[config.mk]
export PLATFORM = sky130hd
export DESIGN_NAME = mscms_md5
export DESIGN_NICKNAME = d
export VERILOG_FILES = /design/src/rtl/mscms_pkg.sv /design/src/rtl/mscms_md5.sv
export SDC_FILE = /design/constraint.sdc
export NUM_CORES = 1
export LEC_CHECK = 0
export BUFFER_PORTS_ARGS = -buffer_cell sky130_fd_sc_hd__buf_2
export CORE_UTILIZATION = 35
export DETAILED_ROUTE_END_ITERATION = 10
export GPL_TIMING_DRIVEN = 0
export PLACE_DENSITY_LB_ADDON = 0.2
export SETUP_SLACK_MARGIN = 0.3
export SYNTH_ARGS = -nofsm -noshare
export SYNTH_HDL_FRONTEND = slang
export SYNTH_SLANG_ARGS = --single-unit
[constraint.sdc]
create_clock -name clk -period 10.4 [get_ports clk]
set_input_delay 3.12 -clock clk [delete_from_list [all_inputs] [get_ports clk]]
set_output_delay 3.12 -clock clk [all_outputs]
set_load 0.01 [all_outputs]
[src/rtl/mscms_pkg.sv]
// Package: types and constants for the multi-switch count-min sketch.
package mscms_pkg;
    localparam logic [39:0] EST_CAP = 40'd999999999999;
    localparam logic [63:0] CTR_MAX = 64'h7FFF_FFFF_FFFF_FFFF;
    localparam logic [3:0]  KEY_MAX = 4'd13;
    localparam logic        OP_ADD = 1'b0;
    localparam logic        OP_QUERY = 1'b1;
    localparam logic [1:0]  CFG_SEED0 = 2'd0;
    localparam logic [1:0]  CFG_SEED3 = 2'd3;

    typedef struct packed {
        logic        opcode;
        logic [1:0]  switch_id;
        logic [63:0] key_lo;
        logic [39:0] key_hi;
        logic [3:0]  key_bytes;
        logic [15:0] amount;
    } req_t;

    typedef struct packed {
        logic [39:0] estimate;
    } rsp_t;

    // Handshake between the top level and the hash core.
    typedef struct packed {
        logic start;
        logic done;
    } hash_ctl_t;

    function automatic logic [31:0] md5_k(input logic [5:0] i);
        logic [31:0] k;
        begin
            case (i)
                6'd0: k = 32'hd76aa478; 6'd1: k = 32'he8c7b756; 6'd2: k = 32'h242070db;
                6'd3: k = 32'hc1bdceee; 6'd4: k = 32'hf57c0faf; 6'd5: k = 32'h4787c62a;
                6'd6: k = 32'ha8304613; 6'd7: k = 32'hfd469501; 6'd8: k = 32'h698098d8;
                6'd9: k = 32'h8b44f7af; 6'd10: k = 32'hffff5bb1; 6'd11: k = 32'h895cd7be;
                6'd12: k = 32'h6b901122; 6'd13: k = 32'hfd987193; 6'd14: k = 32'ha679438e;
                6'd15: k = 32'h49b40821; 6'd16: k = 32'hf61e2562; 6'd17: k = 32'hc040b340;
                6'd18: k = 32'h265e5a51; 6'd19: k = 32'he9b6c7aa; 6'd20: k = 32'hd62f105d;
                6'd21: k = 32'h02441453; 6'd22: k = 32'hd8a1e681; 6'd23: k = 32'he7d3fbc8;
                6'd24: k = 32'h21e1cde6; 6'd25: k = 32'hc33707d6; 6'd26: k = 32'hf4d50d87;
                6'd27: k = 32'h455a14ed; 6'd28: k = 32'ha9e3e905; 6'd29: k = 32'hfcefa3f8;
                6'd30: k = 32'h676f02d9; 6'd31: k = 32'h8d2a4c8a; 6'd32: k = 32'hfffa3942;
                6'd33: k = 32'h8771f681; 6'd34: k = 32'h6d9d6122; 6'd35: k = 32'hfde5380c;
                6'd36: k = 32'ha4beea44; 6'd37: k = 32'h4bdecfa9; 6'd38: k = 32'hf6bb4b60;
                6'd39: k = 32'hbebfbc70; 6'd40: k = 32'h289b7ec6; 6'd41: k = 32'heaa127fa;
                6'd42: k = 32'hd4ef3085; 6'd43: k = 32'h04881d05; 6'd44: k = 32'hd9d4d039;
                6'd45: k = 32'he6db99e5; 6'd46: k = 32'h1fa27cf8; 6'd47: k = 32'hc4ac5665;
                6'd48: k = 32'hf4292244; 6'd49: k = 32'h432aff97; 6'd50: k = 32'hab9423a7;
                6'd51: k = 32'hfc93a039; 6'd52: k = 32'h655b59c3; 6'd53: k = 32'h8f0ccc92;
                6'd54: k = 32'hffeff47d; 6'd55: k = 32'h85845dd1; 6'd56: k = 32'h6fa87e4f;
                6'd57: k = 32'hfe2ce6e0; 6'd58: k = 32'ha3014314; 6'd59: k = 32'h4e0811a1;
                6'd60: k = 32'hf7537e82; 6'd61: k = 32'hbd3af235; 6'd62: k = 32'h2ad7d2bb;
                default: k = 32'heb86d391;
            endcase
            return k;
        end
    endfunction

    function automatic logic [4:0] md5_s(input logic [5:0] i);
        logic [4:0] s;
        begin
            case ({i[5:4], i[1:0]})
                4'd0: s = 5'd7;  4'd1: s = 5'd12; 4'd2: s = 5'd17; 4'd3: s = 5'd22;
                4'd4: s = 5'd5;  4'd5: s = 5'd9;  4'd6: s = 5'd14; 4'd7: s = 5'd20;
                4'd8: s = 5'd4;  4'd9: s = 5'd11; 4'd10: s = 5'd16; 4'd11: s = 5'd23;
                4'd12: s = 5'd6; 4'd13: s = 5'd10; 4'd14: s = 5'd15; default: s = 5'd21;
            endcase
            return s;
        end
    endfunction
endpackage

[src/rtl/mscms_md5.sv]
// Iterative MD5 core: one round per cycle, returns the sum of the digest words.
module mscms_md5
(
    input  logic                  clk,
    input  logic                  rst_n,
    input  logic                  start,
    input  logic [63:0]           key_lo,
    input  logic [39:0]           key_hi,
    input  logic [3:0]            key_bytes,
    output mscms_pkg::hash_ctl_t  ctl,
    output logic [31:0]           hsum
);
    import mscms_pkg::*;

    logic [511:0] blk_reg;
    logic [31:0]  a_reg, b_reg, c_reg, d_reg;
    logic [5:0]   rnd_reg;
    logic         busy_reg, fin_reg, done_reg;
    logic [31:0]  hsum_reg;

    logic [3:0]   len;
    logic [511:0] blk_next;
    logic [31:0]  f, m, sum, rot;
    logic [3:0]   g;
    logic [103:0] key;

    // Build the padded block from the clamped key.
    always_comb
    begin
        len = (key_bytes > KEY_MAX) ? KEY_MAX : key_bytes;
        key = {key_hi, key_lo};
        blk_next = '0;
        for (int i = 0; i < 13; i++)
        begin
            if (i < int'(len))
                blk_next[i*8 +: 8] = key[i*8 +: 8];
        end
        blk_next[{len, 3'b000} +: 8] = 8'h80;
        blk_next[448 +: 7] = {len, 3'b000};
    end

    // One MD5 round.
    always_comb
    begin
        unique case (rnd_reg[5:4])
            2'd0:
            begin
                f = (b_reg & c_reg) | (~b_reg & d_reg);
                g = rnd_reg[3:0];
            end
            2'd1:
            begin
                f = (d_reg & b_reg) | (~d_reg & c_reg);
                g = 4'(5 * rnd_reg[3:0] + 1);
            end
            2'd2:
            begin
                f = b_reg ^ c_reg ^ d_reg;
                g = 4'(3 * rnd_reg[3:0] + 5);
            end
            default:
            begin
                f = c_reg ^ (b_reg | ~d_reg);
                g = 4'(7 * rnd_reg[3:0]);
            end
        endcase
        m = blk_reg[{g, 5'b00000} +: 32];
        sum = f + a_reg + md5_k(rnd_reg) + m;
        rot = (sum << md5_s(rnd_reg)) | (sum >> (6'd32 - {1'b0, md5_s(rnd_reg)}));
    end

    // Sequence the 64 rounds, then fold the digest.
    always_ff @(posedge clk or negedge rst_n)
    begin
        if (!rst_n)
        begin
            busy_reg <= 1'b0;
            fin_reg  <= 1'b0;
            done_reg <= 1'b0;
            rnd_reg  <= '0;
        end
        else
        begin
            done_reg <= 1'b0;
            if (start)
            begin
                blk_reg  <= blk_next;
                a_reg    <= 32'h67452301;
                b_reg    <= 32'hefcdab89;
                c_reg    <= 32'h98badcfe;
                d_reg    <= 32'h10325476;
                rnd_reg  <= '0;
                busy_reg <= 1'b1;
            end
            else if (busy_reg)
            begin
                a_reg <= d_reg;
                d_reg <= c_reg;
                c_reg <= b_reg;
                b_reg <= b_reg + rot;
                rnd_reg <= rnd_reg + 6'd1;
                if (rnd_reg == 6'd63)
                begin
                    busy_reg <= 1'b0;
                    fin_reg  <= 1'b1;
                end
            end
            else if (fin_reg)
            begin
                fin_reg  <= 1'b0;
                done_reg <= 1'b1;
                hsum_reg <= (a_reg + 32'h67452301) + (b_reg + 32'hefcdab89)
                          + (c_reg + 32'h98badcfe) + (d_reg + 32'h10325476);
            end
        end
    end

    assign ctl.start = start;
    assign ctl.done  = done_reg;
    assign hsum      = hsum_reg;
endmodule

### Word level (Yosys, flattened, before mapping)

Memory sizes are Yosys's and may differ from the RTL's.
Cells that the tools add are included.

| word-level totals | value |
|---|---|
| ROM bits | 2208 |
| output and inout port bits | 34 |
| logic and storage cells | 106 |
| memories kept | 3 |
| register bits after elaboration | 678 |

| operators by class | value |
|---|---|
| multiply operators | 3 |
| $add $sub $neg | 16 |
| shift operators | 5 |
| equal/unequal tests | 4 |
| reductions and logical operators | 5 |
| $lt $le $gt $ge | 14 |
| bitwise operators | 15 |
| mux-type cells | 31 |

Memories:

| memory | words | width | rd ports | clocked after Yosys merged registers in | write ports | line | text |
|---|---|---|---|---|---|---|---|
| (name not given) | 64 | 32 | 1 | 0 | 0 | mscms_pkg.sv:33 | `case (i)` |
| (name not given) | 16 | 5 | 1 | 0 | 0 | mscms_pkg.sv:64 | `case ({i[5:4], i[1:0]})` |
| (name not given) | 16 | 5 | 1 | 0 | 0 | mscms_pkg.sv:64 |  |

Operator list:

| cell | count |
|---|---|
| bitwise mux 512 bit | 1 |
| variable shift 8 x 9 -> 512 bit (first input constant) | 1 |
| variable part select 512 x 10 -> 32 bit | 1 |
| variable part select 8 x 9 -> 512 bit (first input constant) | 1 |
| adder 32 bit | 7 |
| bitwise AND 32 bit | 4 |
| two-way mux 32 bit | 4 |
| bitwise OR 32 bit | 4 |
| two-way mux 8 bit | 13 |
| one-hot mux 32 bit (3 select lines) | 1 |
| bitwise XOR 32 bit | 3 |
| adder 32 bit (second input constant) | 2 |
| NOT 32 bit | 2 |
| adder 32 x 29 -> 32 bit (second input constant) | 1 |
| adder 32 x 31 -> 32 bit (second input constant) | 1 |
| << shifter 32 x 5 -> 32 bit | 1 |
| right shift 32 x 6 -> 32 bit | 1 |
| less-than comparator 4 bit (first input constant) | 5 |
| less-than comparator 3 x 4 -> 1 bit (first input constant) | 4 |
| two-way mux 6 bit | 2 |
| one-hot mux 4 bit (3 select lines) | 1 |
| negation 7 -> 9 bit | 1 |
| less-than comparator 1 x 4 -> 1 bit (first input constant) | 2 |
| less-than comparator 2 x 4 -> 1 bit (first input constant) | 2 |
| 18 further kinds | 28 |

### Longest topological paths before layout

| logic depth | value |
|---|---|
| depth after elaboration | 11 |
| mapped depth | 47 |
| mapped depth without buffers | 43 |

### Least setup slack after synthesis

OpenSTA, ideal clock, no wires.

| timing path | value |
|---|---|
| path kind | flip-flop to flip-flop |
| from | reg rnd_reg[2] |
| to | reg b_reg[31], data pin |
| buffers on the path | 4 |
| cell stages (with the launch flop) | 45 |
| arrival time | 10384 ps |
| setup time | 265 ps |
| data required time | 10135 ps |
| path slack | -249 ps |
| path through | dfrtp_1 > buf_4 > inv_2 > clkbuf_1 > buf_1 > ha_1 > fa_1 > xnor2_1 > xnor2_1 > nand2_1 > o211a_1 > nor3_2 > or2_2 > clkbuf_1 > nor2_1 > fa_1 > inv_1 > fa_1 > [9 not listed] > a21oi_1 > mux2i_1 > mux2i_1 > mux2i_1 > a221o_1 > ha_1 > a211oi_1 > o21bai_1 > a21boi_1 > o32ai_1 > and4_1 > o221ai_2 > o21ai_1 > a311oi_1 > o21ai_1 > or4_1 > mux2i_1 > nor4_2 |

| on the way | value |
|---|---|
| longest elaborated chain between the ends | 9 |
| elaborated cells between the ends (all ways) | 15 |
| classes of those cells | 5 x add/sub; 3 x mul; 3 x shift; 2 x mux; 1 x bitwise; 1 x memory |

Ends and longest elaborated chain:

| what | line | text |
|---|---|---|
| from (decl) | mscms_md5.sv:17 | `logic [5:0] rnd_reg;` |
| from (signal assigned) | mscms_md5.sv:101 | `rnd_reg <= rnd_reg + 6'd1;` |
| multiplier 2 x 4 -> 4 bit / multiplier 3 x 4 -> 4 bit (equally long branches) | mscms_md5.sv:59, mscms_md5.sv:54 |  |
| adder 4 x 3 -> 4 bit / adder 4 x 1 -> 4 bit (equally long branches) | mscms_md5.sv:59, mscms_md5.sv:54 |  |
| one-hot mux 4 bit (3 select lines) | mscms_md5.sv:45 | `unique case (rnd_reg[5:4])` |
| variable part select 512 x 10 -> 32 bit | mscms_md5.sv:67 | `m = blk_reg[{g, 5'b00000} +: 32];` |
| adder 32 bit * | mscms_md5.sv:68 | `sum = f + a_reg + md5_k(rnd_reg) + m;` |
| right shift 32 x 6 -> 32 bit / << shifter 32 x 5 -> 32 bit (equally long branches) | mscms_md5.sv:69 | `rot = (sum << md5_s(rnd_reg)) \| (sum >> (6'd32 - {1'b0, md5_s(rnd_reg)}));` |
| bitwise OR 32 bit * | mscms_md5.sv:69 |  |
| adder 32 bit * | mscms_md5.sv:100 | `b_reg <= b_reg + rot;` |
| two-way mux 32 bit * | mscms_md5.sv:95 | `else if (busy_reg)` |
| to (signal assigned) | mscms_md5.sv:100 |  |
| to (decl) | mscms_md5.sv:16 | `logic [31:0] a_reg, b_reg, c_reg, d_reg;` |

Mark *: on every way between the ends. The rest lies on a longest branch, timed or not.
A chain may end at the register's enable or synchronous reset.

### Final worst setup path

| timing path | value |
|---|---|
| from | reg rnd_reg[1] |
| to | reg b_reg[31], data pin |

| on the way | value |
|---|---|
| longest elaborated chain between the ends | 9 |
| elaborated cells between the ends (all ways) | 18 |
| classes of those cells | 6 x add/sub; 3 x mul; 3 x shift; 2 x mux; 1 x bitwise; 3 x memory |

Ends and longest elaborated chain:

| what | line |
|---|---|
| multiplier 2 x 4 -> 4 bit / multiplier 3 x 4 -> 4 bit (equally long branches) | mscms_md5.sv:59, mscms_md5.sv:54 |
| adder 4 x 3 -> 4 bit / adder 4 x 1 -> 4 bit (equally long branches) | mscms_md5.sv:59, mscms_md5.sv:54 |
| one-hot mux 4 bit (3 select lines) | mscms_md5.sv:45 |
| variable part select 512 x 10 -> 32 bit | mscms_md5.sv:67 |
| adder 32 bit | mscms_md5.sv:68 |
| right shift 32 x 6 -> 32 bit / << shifter 32 x 5 -> 32 bit (equally long branches) | mscms_md5.sv:69 |
| bitwise OR 32 bit * | mscms_md5.sv:69 |
| adder 32 bit * | mscms_md5.sv:100 |
| two-way mux 32 bit * | mscms_md5.sv:95 |

Marks and branches as above.

==> impl_metrics.tcl <==
set metrics [dict create \
    gp_congestion 1.01 \
    finalHoldViolCount 0 \
    synthToLayoutAreaGrowth_pct 18.7 \
    relSlewSlack_pct 12.5 \
    clock_latency_ns 0.57 \
    route.detailed.drc 0 \
    die_h_um 291 \
    ys_ff_latch 297 \
    crit_required_ns 10.70 \
    yosys_warnings 0 \
    final_common_cell "nand2_1" \
    crit_arrival_ns 10.50 \
    nFillCells 8296 \
    syn_area_um2 29300 \
    synthFlopType "edfxtp_1" \
    start_util_pct 35.5 \
    ios 145 \
    crit_fanout 10 \
    finalCritPeriodShare_pct 98.1 \
    synth_edf_count 288 \
    hp-class "flip-flop to flip-flop" \
    slowest_stage "a221oi_1" \
    fin_crit_ns 10.20 \
    htree_levels 2 \
    finalNetCount 3919 \
    drt.antenna.violating_nets 0 \
    yosysUniqueCellTypes 103 \
    setup_viol 0 \
    die_width_um 291 \
    endpoint_kind "flip-flop" \
    outcome "finished, final reports clean" \
    antenna_cells 0 \
    grt_setup_unrepaired "yes" \
    die_area_um2 84900 \
    grt_remaining_overflow 0 \
    ctsLongestPathBuffers 3 \
    post_drt_wl_per_cell_um 27.6 \
    dr.pass1.iters 6 \
    core_area_um2 82500 \
    routed_wirelength_um 128000 \
    crit_type "flip-flop to flip-flop" \
    antenna_found_initial 2 \
    path_buf_inv 6 \
    syn_inst 3249 \
    synth.avg_cell_area_um2 9.02 \
    grt_pass1_vias 26600 \
    vias 27700 \
    drv_slew 0 \
    grt_first_pass_wirelength_um 184000 \
    crit_family "compound AO/OA/AOI/OAI gates" \
    cts_tree "done" \
    async_reset_ff_share_pct 3.03 \
    post_drt_via_cell_ratio 5.99 \
    cp_slowest_stage_delay_ns 0.68 \
    cts_sinks 297 \
    drv_cap 0 \
    finClkSkew_ns 0.0350 \
    drive_above_1_share_pct 17.3 \
    largest_register_ffs 128 \
    synth_seq_area_share_pct 30.3 \
    clk_pin_slew_ns 0.07 \
    numPortBuffers 142 \
    drt_iter0_markers 2988 \
    cts_made_buffers 36 \
    grt_max_degree 74 \
    hpwlAfterDp_um 98000 \
    cp-start-kind "flip-flop" \
    whs_ns 0.542 \
    worst_slew_pin_slew_ns 1.31 \
    num_rows 105 \
    layout_common_cells "nand2_1, edfxtp_1, nor2_1" \
    grt_use_total_pct 29.4 \
    clockRootBuffer "clkbuf_16" \
    max_freq_mhz 98.0 \
    cts_hold_repair.buffers 0 \
]
==> cell usage after synthesis (11+ instances only) <==
| cell | instances | area (µm²) |
|---|---|---|
| mux4_2 | 26 | 586 |
| a211o_1 | 12 | 105 |
| o22ai_1 | 11 | 68.8 |
| inv_1 | 215 | 807 |
| fa_1 | 129 | 2580 |
| or3_1 | 12 | 75.1 |
| or2_2 | 11 | 68.8 |
| a311oi_1 | 30 | 263 |
| edfxtp_1 | 288 | 8650 |
| nor3_1 | 48 | 240 |
| nand2_1 | 336 | 1260 |
| nand2b_1 | 21 | 131 |
| xor2_1 | 27 | 236 |
| nand3_1 | 55 | 275 |
| a21oi_1 | 271 | 1360 |
| o21a_1 | 21 | 158 |
| nor2_1 | 292 | 1100 |
| a211oi_1 | 39 | 293 |
| o211ai_1 | 66 | 495 |
| buf_1 | 28 | 105 |
| mux2_2 | 16 | 180 |
| a21o_1 | 30 | 225 |
| o21ai_0 | 200 | 1000 |
| o21bai_1 | 17 | 128 |
| buf_2 | 16 | 80.1 |
| mux2i_1 | 184 | 1840 |
| and2_1 | 78 | 488 |
| o221ai_1 | 15 | 131 |
| clkbuf_1 | 139 | 522 |
| o31ai_1 | 14 | 105 |
| a31oi_1 | 63 | 394 |
| nor2b_1 | 61 | 382 |
| ha_1 | 149 | 1860 |
| xnor2_1 | 110 | 963 |
| and3_1 | 22 | 138 |
==> cells by family (layout without fill, tap and decap cells) <==
logic type,count (synthesis),in the layout,share of synthesized area (%)
xor+xnor,142,142,4.45
mux,230,230,9.24
buf+inv,414,706,5.57
other cells,1,16,0.0128
flops,297,297,30.3
fa+ha+maj,278,278,15.2
simple gates,969,969,15.1
compound gates,918,918,20.2
==> area by class of cell <==
cell class	instances	area, µm²	area share (%)
plain buffers	194	975	2.80
well taps	1070	1340	3.85
clock buffers	46	980	2.82
repair buffers	228	1460	4.19
clock inverters	18	251	0.723
multi-input cells	2553	20100	57.7
flip-flops and latches	297	8880	25.5
inverters	220	847	2.43
==> worst register-to-register path, delay by kind of cell, from the launching register on <==
kind            cells  cell delay, ns
flops               1            0.42
compound gates     18            4.31
xor+xnor            1            0.30
simple gates        7            1.76
buf+inv             6            1.25
fa+ha+maj           4            1.24
mux                 4            0.69
==> stage by stage <==
step           setup WS [ns]  area (µm²)  std cells  TNS (ns)  util (%)
6_report               0.198       34800       4626         0      42.2
3_3_place_gp           -2.98       31400       4476    -89.84      38.1
3_5_place_dp           -2.91       31500       4479    -55.32      38.2
2_1_floorplan          0.303       29400       3264         0         -
5_1_grt              -0.0915       34800       4626    -0.174      42.2
4_1_cts                0.303       34100       4599         0      41.3
==> worst paths after layout <==
check,start,to,slack (ns),depth (start not counted)
min in group asynchronous,rst_n,done_reg$_DFF_PN0_,2.62,1
worst min register to register,fin_reg$_DFFE_PN0P_,fin_reg$_DFFE_PN0P_,0.54,2
worst max-delay path,rnd_reg[1]$_DFFE_PN0N_,b_reg[31]$_SDFFCE_PP1P_,0.20,40
worst max register to register,rnd_reg[1]$_DFFE_PN0N_,b_reg[31]$_SDFFCE_PP1P_,0.20,40
max in group asynchronous,rst_n,rnd_reg[2]$_DFFE_PN0N_,6.89,2
worst min-delay path,fin_reg$_DFFE_PN0P_,fin_reg$_DFFE_PN0P_,0.54,2
==> layer usage <==
metal | GRT usage [%] | vias to the layer above | wire [µm]
li1 | - | 12300 | -
met1 | 38.9 | 13500 | 51800
met2 | 47.1 | 1536 | 57600
met3 | 4.98 | 350 | 11400
met4 | 13.2 | 0 | 6950
met5 | 0 | - | 0
==> what timing repair did <==
action / in CTS / in global routing
setup endpoints to repair: 32 / 20
buffers inserted: 56 / 26
resized for setup: 217 / 117
cloned: 0 / 1
pin swaps: 61 / 67
Power is not shown: default switching activity piles up to over one toggle a cycle in this logic, so the estimate is an artifact.
